<file path="src/hdl/dscs_pkg.sv">
package dscs_pkg;

  // register indexes on the configuration port
  localparam logic [1:0] CFG_MATCH_NEEDED = 2'd0;
  localparam logic [1:0] CFG_RESEND_TIMEOUT = 2'd1;
  localparam logic [1:0] CFG_CYCLE_PERIOD = 2'd2;

  localparam int CfgIndexWidth = 2;
  localparam int CfgDataWidth = 24;

  // reset values of the registers
  localparam logic [3:0] MATCH_NEEDED_RST = 4'd3;
  localparam logic [23:0] RESEND_TIMEOUT_RST = 24'd20000;
  localparam logic [15:0] CYCLE_PERIOD_RST = 16'd1000;

  localparam logic [23:0] TIMER_MAX = 24'hFFFFFF;
  localparam logic [3:0] MATCH_COUNT_MAX = 4'd15;

  // item kinds
  localparam logic CMD_REQUEST = 1'b0;
  localparam logic CMD_CYCLE = 1'b1;

  // drive states
  localparam logic [2:0] ST_OFF_DISABLED = 3'd0;
  localparam logic [2:0] ST_READY = 3'd1;
  localparam logic [2:0] ST_SWITCHED_ON = 3'd2;
  localparam logic [2:0] ST_ENABLED = 3'd3;
  localparam logic [2:0] ST_QUICKSTOP = 3'd4;
  localparam logic [2:0] ST_FAULT = 3'd5;

  // controlwords
  localparam logic [15:0] CW_DISABLE_VOLTAGE = 16'h0000;
  localparam logic [15:0] CW_QUICK_STOP = 16'h0002;
  localparam logic [15:0] CW_SHUTDOWN = 16'h0006;
  localparam logic [15:0] CW_SWITCH_ON = 16'h0007;
  localparam logic [15:0] CW_ENABLE_OP = 16'h000F;
  localparam logic [15:0] CW_FAULT_RESET = 16'h0080;

  typedef struct packed {
    logic [3:0]  match_needed;
    logic [23:0] resend_timeout;
    logic [15:0] cycle_period;
  } cfg_t;

  typedef struct packed {
    logic       cmd;
    logic [2:0] requested_state;
    logic [2:0] present_state;
  } step_in_t;

  typedef struct packed {
    logic [15:0] controlword;
    logic        controlword_sent;
    logic        change_succeeded;
    logic        change_active;
  } step_out_t;

  // next controlword toward target from present state
  function automatic logic [15:0] next_cw(input logic [2:0] target, input logic [2:0] present);
    logic [15:0] cw;
    cw = CW_DISABLE_VOLTAGE;
    if (present == ST_FAULT) begin
      if (target == ST_OFF_DISABLED || target == ST_READY || target == ST_SWITCHED_ON ||
          target == ST_ENABLED || target == ST_QUICKSTOP) begin
        cw = CW_FAULT_RESET;
      end
    end else begin
      case (target)
        ST_READY: begin
          if (present == ST_OFF_DISABLED || present == ST_SWITCHED_ON ||
              present == ST_ENABLED) begin
            cw = CW_SHUTDOWN;
          end
        end
        ST_SWITCHED_ON: begin
          if (present == ST_OFF_DISABLED) cw = CW_SHUTDOWN;
          else if (present == ST_READY || present == ST_ENABLED) cw = CW_SWITCH_ON;
        end
        ST_ENABLED: begin
          if (present == ST_OFF_DISABLED) cw = CW_SHUTDOWN;
          else if (present == ST_READY) cw = CW_SWITCH_ON;
          else if (present == ST_SWITCHED_ON) cw = CW_ENABLE_OP;
        end
        ST_QUICKSTOP: begin
          if (present == ST_OFF_DISABLED) cw = CW_SHUTDOWN;
          else if (present == ST_READY) cw = CW_SWITCH_ON;
          else if (present == ST_SWITCHED_ON) cw = CW_ENABLE_OP;
          else if (present == ST_ENABLED) cw = CW_QUICK_STOP;
        end
        default: cw = CW_DISABLE_VOLTAGE;
      endcase
    end
    return cw;
  endfunction

endpackage

</file>
<file path="src/hdl/dscs_cfg.sv">
module dscs_cfg (
  input  logic                                clk,
  input  logic                                rst,
  input  logic                                wr_en,
  input  logic [dscs_pkg::CfgIndexWidth-1:0] wr_index,
  input  logic [dscs_pkg::CfgDataWidth-1:0]  wr_data,
  output dscs_pkg::cfg_t                     cfg
);

  always_ff @(posedge clk) begin
    if (rst) begin
      cfg.match_needed <= dscs_pkg::MATCH_NEEDED_RST;
      cfg.resend_timeout <= dscs_pkg::RESEND_TIMEOUT_RST;
      cfg.cycle_period <= dscs_pkg::CYCLE_PERIOD_RST;
    end else if (wr_en) begin
      case (wr_index)
        dscs_pkg::CFG_MATCH_NEEDED: cfg.match_needed <= wr_data[3:0];
        dscs_pkg::CFG_RESEND_TIMEOUT: cfg.resend_timeout <= wr_data[23:0];
        dscs_pkg::CFG_CYCLE_PERIOD: cfg.cycle_period <= wr_data[15:0];
        default: ;
      endcase
    end
  end

endmodule

</file>
<file path="src/hdl/dscs_step.sv">
module dscs_step (
  input  logic                 clk,
  input  logic                 rst,
  input  logic                 advance,
  input  dscs_pkg::step_in_t   item,
  input  dscs_pkg::cfg_t       cfg,
  output dscs_pkg::step_out_t  result
);

  logic [2:0]  target_state;
  logic [3:0]  match_count;
  logic [23:0] elapsed_us;
  logic        success_flag;
  logic        active_flag;

  logic [2:0]  target_state_next;
  logic [3:0]  match_count_next;
  logic [23:0] elapsed_us_next;
  logic        success_flag_next;
  logic        active_flag_next;

  logic [24:0] elapsed_sum;
  logic [23:0] elapsed_sat;
  logic [3:0]  match_inc;

  always_comb begin
    elapsed_sum = {1'b0, elapsed_us} + {9'd0, cfg.cycle_period};
    elapsed_sat = elapsed_sum[24] ? dscs_pkg::TIMER_MAX : elapsed_sum[23:0];
    match_inc = (match_count < dscs_pkg::MATCH_COUNT_MAX) ? match_count + 4'd1 : match_count;

    target_state_next = target_state;
    match_count_next = match_count;
    elapsed_us_next = elapsed_us;
    success_flag_next = success_flag;
    active_flag_next = active_flag;
    result.controlword = dscs_pkg::CW_DISABLE_VOLTAGE;
    result.controlword_sent = 1'b0;

    if (item.cmd == dscs_pkg::CMD_REQUEST) begin
      target_state_next = item.requested_state;
      success_flag_next = 1'b0;
      active_flag_next = 1'b1;
      elapsed_us_next = '0;
    end else begin
      elapsed_us_next = elapsed_sat;
      if (item.present_state == target_state) begin
        if (match_inc >= cfg.match_needed) begin
          match_count_next = '0;
          success_flag_next = 1'b1;
          active_flag_next = 1'b0;
        end else begin
          match_count_next = match_inc;
        end
      end else if (elapsed_sat > cfg.resend_timeout) begin
        result.controlword = dscs_pkg::next_cw(target_state, item.present_state);
        result.controlword_sent = 1'b1;
        elapsed_us_next = '0;
      end
    end

    result.change_succeeded = success_flag_next;
    result.change_active = active_flag_next;
  end

  always_ff @(posedge clk) begin
    if (rst) begin
      target_state <= '0;
      match_count <= '0;
      elapsed_us <= '0;
      success_flag <= 1'b0;
      active_flag <= 1'b0;
    end else if (advance) begin
      target_state <= target_state_next;
      match_count <= match_count_next;
      elapsed_us <= elapsed_us_next;
      success_flag <= success_flag_next;
      active_flag <= active_flag_next;
    end
  end

endmodule

</file>
<file path="src/hdl/drive_state_controlword_sequencer.sv">
// steers a cia 402 drive toward a requested state. a request (s_tuser 0) stores the
// target and restarts the change; a cycle item (s_tuser 1) carries the drive state just
// read, advances the resend timer by the cycle period and either counts a matching
// reading or, once the timer passes the resend timeout, emits the next controlword of
// the transition path. every item gives exactly one result. the block takes one item
// per clock unless stalled: an item sits in the input register, the next-state logic and
// controlword table settle combinationally and the result lands in the output register,
// where m_tvalid rises. the input register can still take an item while a result waits
// on m_tready, and stalls only when both registers are full and m_tready is low.
// registers are written through the cfg port (index 0 match readings needed, 1 resend
// timeout in microseconds, index 2 the cycle period in microseconds); the user must
// write them only while no item is in flight, the block itself does not enforce it.
module drive_state_controlword_sequencer (
  input  logic                                clk,
  input  logic                                rst,
  // request input
  input  logic                                s_tvalid,
  output logic                                s_tready,
  input  logic [7:0]                          s_tdata,   // requested_state[2:0], present_state[5:3]
  input  logic [0:0]                          s_tuser,   // cmd[0]
  // result output
  output logic                                m_tvalid,
  input  logic                                m_tready,
  output logic [23:0]                         m_tdata,   // controlword[15:0], change_succeeded[16],
                                                         // change_active[17]
  output logic [0:0]                          m_tuser,   // controlword_sent[0]
  // register writes
  input  logic                                cfg_valid,
  output logic                                cfg_ready,
  input  logic [dscs_pkg::CfgIndexWidth-1:0] cfg_index,
  input  logic [dscs_pkg::CfgDataWidth-1:0]  cfg_data
);

  dscs_pkg::cfg_t      cfg;
  dscs_pkg::step_in_t  in_item;
  dscs_pkg::step_out_t step_result;
  dscs_pkg::step_out_t out_item;
  logic                in_valid;
  logic                out_valid;
  logic                advance;
  logic                s_accept;

  // registers accept a write every cycle
  assign cfg_ready = 1'b1;

  dscs_cfg u_cfg (
    .clk      (clk),
    .rst      (rst),
    .wr_en    (cfg_valid && cfg_ready),
    .wr_index (cfg_index),
    .wr_data  (cfg_data),
    .cfg      (cfg)
  );

  // move the held request into the output register when it is free or draining
  assign advance = in_valid && (!out_valid || m_tready);
  assign s_tready = !in_valid || advance;
  assign s_accept = s_tvalid && s_tready;

  always_ff @(posedge clk) begin
    if (rst) begin
      in_valid <= 1'b0;
    end else if (s_accept) begin
      in_valid <= 1'b1;
    end else if (advance) begin
      in_valid <= 1'b0;
    end
  end

  // input payload, no reset needed
  always_ff @(posedge clk) begin
    if (s_accept) begin
      in_item.cmd <= s_tuser[0];
      in_item.requested_state <= s_tdata[2:0];
      in_item.present_state <= s_tdata[5:3];
    end
  end

  // state update and controlword lookup
  dscs_step u_step (
    .clk     (clk),
    .rst     (rst),
    .advance (advance),
    .item    (in_item),
    .cfg     (cfg),
    .result  (step_result)
  );

  always_ff @(posedge clk) begin
    if (rst) begin
      out_valid <= 1'b0;
    end else if (advance) begin
      out_valid <= 1'b1;
    end else if (m_tready) begin
      out_valid <= 1'b0;
    end
  end

  always_ff @(posedge clk) begin
    if (advance) begin
      out_item <= step_result;
    end
  end

  assign m_tvalid = out_valid;
  assign m_tdata = {6'd0, out_item.change_active, out_item.change_succeeded,
                    out_item.controlword};
  assign m_tuser = out_item.controlword_sent;

endmodule

</file>
<file path="config.mk">
export PLATFORM = sky130hd
export DESIGN_NAME = drive_state_controlword_sequencer
export DESIGN_NICKNAME = d
export VERILOG_FILES = /design/src/hdl/dscs_pkg.sv /design/src/hdl/dscs_cfg.sv /design/src/hdl/dscs_step.sv /design/src/hdl/drive_state_controlword_sequencer.sv
export SDC_FILE = /design/constraint.sdc
export NUM_CORES = 1
export LEC_CHECK = 0
export BUFFER_PORTS_ARGS = -buffer_cell sky130_fd_sc_hd__buf_2
export CORE_MARGIN = 1.5
export CORE_UTILIZATION = 39
export DETAILED_ROUTE_END_ITERATION = 7
export PLACE_DENSITY = 0.59
export SLEW_MARGIN = 20
export SYNTH_ARGS = -nofsm -noshare
export SYNTH_HDL_FRONTEND = slang
export SYNTH_SLANG_ARGS = --single-unit
</file>
<file path="constraint.sdc">
create_clock -name clk -period 11.9 [get_ports clk]
set_input_delay 1.19 -clock clk [delete_from_list [all_inputs] [get_ports clk]]
set_output_delay 1.19 -clock clk [all_outputs]
set_load 0.02 [all_outputs]
</file>
==> summary.md, run 1 <==
| Metric | Value |
|---|---|
| NetSw | 0.000197 W |
| ANT nets after route | 0 |
| Hold Startpoint | u_cfg.cfg[24] |
| Setup CP Type | reg2reg |
| Dominant synthesized flop cell | dfxtp_1 |
| Post-synthesis cell count | 688 |
| Final Hold Violating Endpoints | 0 |
| Sequential share of the synthesized area | 0.363 |
| CTS tree | done |
| Die Area | 15100 um2 |
| RSZ-0062 raised after global routing | no |
| Vias/cell | 5.39 |
| Worst vdd ir | 0.0890 mV |
| Initial Util | 0.402 |
| Mapped Area | 5600 um2 |
| Sw Share | 0.279 |
| Port Buf Inserts | 47 |
| Ys async rst share | 0 |
| Worst hold endpoint | u_cfg.cfg[24] |
| LEAKAGE | 2.57 nW |
| WHS Path Cells | 2 |
| Final core utilization | 0.440 |
| Final setup vio count | 0 |
| Ant diodes | 0 |
| First-pass GRT wire length | 21900 um |
| Via count | 4859 |
| Fraction of layout instances using a drive strength above 1 | 0.112 |
| Iteration-0 DRC count of the detailed router | 283 |
| Crit. End Element | flop |
| Final Cycle Share | 0.476 |
| Final HPWL DP | 9910 um |
| H-tree depth | 3 |
| Num CTS Buffers | 9 |
| Gpl congestion | 0.870 |
| Power share of the combinational group | 0.147 |
| Worst Path Arrival | 5.93 ns |
| Largest net degree at the start of global routing | 60 |
| Die width | 123 um |
| Register area | 2030 um2 |
| Final instance area | 6130 um2 |
| CP max FO | 13 |
| Multi-input logic area | 3200 um2 |
| Setup TNS | 0 ns |
| Setup bufs post-CTS | 0 |
| First drt pass iteration count | 5 |
| CP startpoint kind | flop |
| Critical Path RT | 12.17 ns |
| PwrDens | 116 nW/um2 |
| Hold buffers post-CTS | 0 |
| P&R area growth vs syn | 9.38% |
| EDFF count, synth | 15 |
| Clk buf depth | 2 |
| FF-to-FF setup slack | 6.24 ns |
| Status | finished clean |
| Grt ovf | 0 |
| Nets@finish | 802 |
| Die Ht | 123 um |
| Reg-to-reg critical path endpoint | u_step.elapsed_us[20] |
| Total I/O pin count | 68 |
| Maxcap violations | 0 |
| Placed Area | 5870 um2 |
| Clock share of power | 0.372 |
| Global-route usage over all layers | 0.187 |
| FF+latch count, synth | 94 |
| Fmax achieved | 177 MHz |
| Worst min path class | reg2reg |
| Worst-margin pin slew | 1.05 ns |
| Average cell area after synthesis | 8.15 um2 |
| Worst Skew | 0.00945 ns |
| Sequential power share | 0.481 |
| Origin of the critical flop-to-flop path | u_cfg.cfg[0] |
| R2R cell count | 15 |
| Number of global-route vias before repair | 4492 |
| Yosys warns | 0 |
| Post-CTS sizing | 0 |
| CORE AREA | 13900 um2 |
| Reg clk slew, reported paths | 0.07 ns |
| Synth cell types | 70 |
| CTS root buffer | clkbuf_16 |
| Total routed wirelength | 13700 um |
| Slew HR | 0.298 |
| Total power | 0.000709 W |
| Clock sink count | 94 |
| Final Max Slew Viols | 0 |
| Power Internal | 0.000511 W |
| # rows | 43 |
| # fillers | 1402 |
| Initial antenna violation count | 0 |
| Skew-Pair Late Insertion Delay | 0.35 ns |
| Fin crit period | 5.66 ns |
| WL/cell | 15.2 um |
| Drc violations | 0 |
## synthesized netlist by cell type, types with 3 or more instances
master,instances,area [um2]
nand2_1,124,465
dfxtp_1,79,1580
a21oi_1,73,365
nor2_1,48,180
ha_1,45,563
inv_1,39,146
nand3_1,34,170
buf_4,19,143
clkbuf_1,19,71.3
o211ai_1,18,135
o21ai_0,17,85.1
edfxtp_1,15,450
a22oi_1,12,90.1
a21o_1,11,82.6
xnor2_1,10,87.6
a211oi_1,7,52.6
buf_2,7,35.0
xor2_1,7,61.3
nand4_1,6,37.5
o21a_1,6,45.0
a32o_1,5,50.1
and3_1,5,31.3
nor3_1,5,25.0
o21ai_1,5,25.0
a31oi_1,4,25.0
nand2b_1,4,25.0
nor2b_1,4,25.0
and2_1,3,18.8
nor3b_1,3,22.5
o21bai_1,3,22.5
o32ai_1,3,26.3
## worst max path at each step
stage / from / to / slack, ns / depth (start not counted)
global route: u_cfg.cfg[0] / u_step.elapsed_us[20] / 5.75 / 15
floorplan: u_cfg.cfg[0] / u_step.elapsed_us[19] / 7.87 / 17
CTS: u_cfg.cfg[0] / u_step.elapsed_us[20] / 6.23 / 15
finish: u_cfg.cfg[0] / u_step.elapsed_us[20] / 6.24 / 15
global placement: u_cfg.cfg[0] / u_step.elapsed_us[20] / 6.32 / 15
detailed placement: u_cfg.cfg[0] / u_step.elapsed_us[20] / 6.25 / 15
## critical path, cell delays in order, from the launching register on
cell	delay, ns
dfxtp_1	0.32
ha_1	0.25
fa_1	0.45
a211oi_2	0.31
nor2_1	0.11
a211o_2	0.38
o21ai_2	0.52
and2_1	0.55
nand3_1	0.16
ha_1	0.36
nand4_1	0.16
nor4_2	0.41
a31oi_1	0.20
o2bb2ai_1	0.77
nand2_1	0.34
o31ai_1	0.27
## placed cells by master (no fill, tap or decap), types with 3 or more instances in the layout
master	synthesis	routed
a211oi_1	7	7
a21o_1	11	11
a21oi_1	73	73
a22oi_1	12	12
a31oi_1	4	4
a32o_1	5	5
and2_1	3	3
and3_1	5	5
buf_2	7	47
buf_4	19	3
clkbuf_16	0	9
clkinv_2	0	4
conb_1	2	18
dfxtp_1	79	79
edfxtp_1	15	15
ha_1	45	45
inv_1	39	39
nand2_1	124	124
nand2b_1	4	4
nand3_1	34	34
nand4_1	6	6
nor2_1	48	48
nor2b_1	4	4
nor3_1	5	5
nor3b_1	3	3
o211ai_1	18	18
o21a_1	6	6
o21ai_0	17	17
o21ai_1	5	5
o21bai_1	3	3
o32ai_1	3	3
xnor2_1	10	10
xor2_1	7	7
## state kept, by name, indices dropped and copies added, names as in the netlist
name	cells
in_item	7
u_step.elapsed_us	24
u_step.match_count	4
u_cfg.cfg	44
u_step.success_flag	1
m_tvalid	1
in_valid	1
m_tdata	7
u_step.active_flag	1
m_tuser	1
u_step.target_state	3
## metrics by stage
stage | setup WS, ns | instances | hold slack (ns)
4_1_cts | 6.23 | 901 | 0.461
3_3_place_gp | 6.32 | 885 | 0.445
6_report | 6.24 | 901 | 0.459
3_5_place_dp | 6.25 | 885 | 0.451
2_1_floorplan | 7.87 | 704 | 0.436
5_1_grt | 5.75 | 901 | 0.476
## per-layer routing
| metal | up-vias | GRT usage | share of wire | wire length (um) |
|---|---|---|---|---|
| li1 | 2445 | - | - | - |
| met1 | 2261 | 0.248 | 0.48 | 6570 |
| met3 | 21 | 0.0502 | 0.053 | 727 |
| met2 | 132 | 0.296 | 0.45 | 6090 |
| met4 | 0 | 0.0560 | 0.021 | 284 |
| met5 | - | 0 | 0 | 0 |
## cells by family (layout without fill, tap and decap cells)
logic type	Yosys count	after routing	synth area share
muxes	4	4	0.00915
xor gates and xnor gates	17	17	0.0266
buffers and inverters	89	106	0.0766
DFF	94	94	0.363
adders and majority gates	46	46	0.104
AOI/OAI and AO/OA	185	185	0.217
other	2	18	0.00134
and+or+nand+nor	251	251	0.203
## power groups by stage
stage          Sequential [W]  Combinational [W]  Clock, W
5_1_grt              0.000342           0.000117  0.000283
3_5_place_dp         0.000348           0.000103         0
2_1_floorplan        0.000346          0.0000803         0
4_1_cts              0.000340           0.000104  0.000270
3_3_place_gp         0.000347           0.000101         0
6_report             0.000340           0.000104  0.000264
## area by class of cell
| class | count | area share |
|---|---|---|
| Clock buffer | 11 | 0.0380 |
| Clock inverter | 5 | 0.00449 |
| Tap cell | 180 | 0.0367 |
| Inverter | 40 | 0.0245 |
| Sequential cell | 94 | 0.331 |
| Multi-Input combinational cell | 521 | 0.523 |
| Timing Repair Buffer | 50 | 0.0420 |
Note: power is estimated with default switching activity, not from simulation.
==> run 2, diff against run 1 <==
PLACE_DENSITY = 0.61   (was 0.59)
clock period = 5 ns   (was 11.9 ns; I/O delays follow)
==> run 2 against run 1 <==
Combinational power is 140% higher. Register-to-register slack worse by 5.8 ns. Sequential share of layout area is 0.47 points lower. Utilization is 0.64 points higher. Clock power grew to 2.6 times the previous value. Worst setup slack worse by 5.8 ns. Die area stayed put. Clock skew is 0.0023 ns lower. Clock-buffer cell count is 2 lower. Largest power group unchanged. Global-route usage is 0.25 points lower. Via count is 1.4% higher. Critical path depth is 2 higher.
==> summary.md, run 2 (same netlist as run 1, synthesis figures left out) <==
| Metric | Value |
|---|---|
| Status | finished clean |
| Max FFs per register | 44 |
| Reg clk slew, reported paths | 0.07 ns |
| Gpl congestion | 0.874 |
| Maxcap violations | 0 |
| CP startpoint kind | flop |
| Worst min path class | in2reg |
| Worst Path Arrival | 4.85 ns |
| Die width | 123 um |
| First drt pass iteration count | 5 |
| CORE AREA | 13900 um2 |
| Via count | 4925 |
| CTS root buffer | clkbuf_16 |
| Most common cell after layout, fill and taps aside | nand2_1 |
| Drc violations | 0 |
| Skew-Pair Late Insertion Delay | 0.35 ns |
| Final setup vio count | 0 |
| Crit path launch | u_cfg.cfg[0] |
| ANT nets after route | 0 |
| Biggest register | u_cfg.cfg |
| Final Hold Violating Endpoints | 0 |
| Most frequent cells in the layout | nand2_1, dfxtp_1, a21oi_1, nor2_1, buf_2 |
| Final instance area | 6220 um2 |
| Origin of the critical flop-to-flop path | u_cfg.cfg[0] |
| CP max FO | 13 |
| WHS Path Cells | 1 |
| Nets@finish | 808 |
| Hold slack final | 0.321 ns |
| CP max stage cell | fa_1 |
| Crit. End Element | flop |
| RSZ-0062 raised after global routing | no |
| # rows | 43 |
| Setup CP Type | reg2reg |
| R2R cell count | 17 |
| Met1 Track Usage GR | 0.246 |
| Iteration-0 DRC count of the detailed router | 366 |
| Num CTS Buffers | 9 |
| Setup TNS | 0 ns |
| Slew HR | 0.303 |
| Delay-heaviest family, CP | compound AO/OA/AOI/OAI gates |
| Fin crit period | 4.59 ns |
| Initial Util | 0.402 |
| M3 GR Usage | 0.0344 |
| Critical path depth in cells | 17 |
| Non-filler cells, final | 907 |
| Final HPWL DP | 9810 um |
| Global-route usage over all layers | 0.184 |
| Critical Path RT | 5.26 ns |
| Clock sink count | 94 |
| Most Frequent Cell on Critical Path | ha_1 |
| Worst vdd ir | 0.151 mV |
| Largest regs | u_cfg.cfg (44), u_step.elapsed_us (24) |
| Die Area | 15100 um2 |
| Met2 Usage GRT | 0.300 |
| Critical path, cell by cell | ha_1 > fa_1 > a211oi_2 > nor2_1 > a211o_2 > o21ai_2 > and2_1 > buf_4 > nand2b_1 > ha_1 > nor2b_1 > o211ai_1 > a21oi_1 > o311ai_1 > o2bb2ai_2 > nand2_1 > o31ai_1 |
| P&R area growth vs syn | 11.0% |
| PwrDens | 282 nW/um2 |
| Vias/cell | 5.43 |
| WP buf/inv | 1 |
| Placed Area | 5910 um2 |
| CTS tree | done |
| Port Buf Inserts | 47 |
| WL/cell | 15.1 um |
| Final Max Slew Viols | 0 |
| Largest net degree at the start of global routing | 60 |
| Final Cycle Share | 0.918 |
| Fraction of layout instances using a drive strength above 1 | 0.124 |
| Fmax achieved | 218 MHz |
| First-pass GRT wire length | 21700 um |
| Final core utilization | 0.446 |
| GR peak layer | met2 |
| Clk buf depth | 2 |
| Hold Startpoint | s_tdata[1] |
| Total routed wirelength | 13700 um |
| Die Ht | 123 um |
| Hold buffers post-CTS | 0 |
| Total I/O pin count | 68 |
| Number of global-route vias before repair | 4460 |
| LEAKAGE | 2.61 nW |
| Grt ovf | 0 |
| Initial antenna violation count | 0 |
| CP max stage delay | 0.44 ns |
| Worst Skew | 0.00712 ns |
| Placed Cells | 891 |
| Ant diodes | 0 |
| H-tree depth | 3 |
| Worst-margin pin slew | 1.04 ns |
==> run 2: cell types whose count changed in the layout (fill, tap and decap cells not counted), sizes merged <==
cell	before	now
buf	50	56
bufinv	0	1
clkbuf	11	9
clkinv	5	4
clkinvlp	1	2
inv	39	40
==> run 2: power by group <==
part / internal [W] / leakage (nW) / total, W / switching (W)
clock network: 0.000389 / 0.142 / 0.000697 / 0.000308
registers: 0.000794 / 0.789 / 0.000810 / 0.0000165
logic: 0.0000897 / 1.68 / 0.000249 / 0.000160
==> run 2: area by class of cell <==
| class | instances | area (um2) |
|---|---|---|
| fill | 1385 | 7720 |
| multi-input combinational | 521 | 3210 |
| sequential | 94 | 2030 |
| timing repair buffer | 56 | 303 |
| clock buffer | 9 | 225 |
| tap | 180 | 225 |
| inverter | 40 | 150 |
| clock inverter | 7 | 72.6 |
==> run 2: what timing repair did <==
| item | CTS | global route |
|---|---|---|
| setup buffers | 0 | 0 |
| hold endpoints to repair | 0 | 0 |
| setup endpoints to repair | 0 | 3 |
| resized for setup | 0 | 1 |
==> run 2: worst paths after layout <==
path	endpoint	slack, ns
worst min-delay path	in_item[4]	0.32
worst max register to register	u_step.elapsed_us[20]	0.41
worst min register to register	u_cfg.cfg[20]	0.46
worst max-delay path	u_step.elapsed_us[20]	0.41
==> run 2: per-stage QoR <==
stage	worst slack (ns)	power, W
CTS	0.195	0.00177
global route	0.0665	0.00183
finish	0.410	0.00176
detailed placement	0.252	0.00107
global placement	0.337	0.00107
floorplan	0.971	0.00102
==> run 2: layer usage <==
layer	vias up	share of wire
met3	15	0.049
met5	-	0
met1	2317	0.47
met2	134	0.47
li1	2459	-
met4	0	0.015
==> run 2: worst register-to-register path, stage by stage (launching register included) <==
cell and delay, ns:
dfxtp_1 0.31, ha_1 0.24, fa_1 0.44, a211oi_2 0.35
nor2_1 0.12, a211o_2 0.38, o21ai_2 0.20, and2_1 0.15
buf_4 0.20, nand2b_1 0.11, ha_1 0.30, nor2b_1 0.13
o211ai_1 0.15, a21oi_1 0.11, o311ai_1 0.44, o2bb2ai_2 0.29
nand2_1 0.28, o31ai_1 0.31
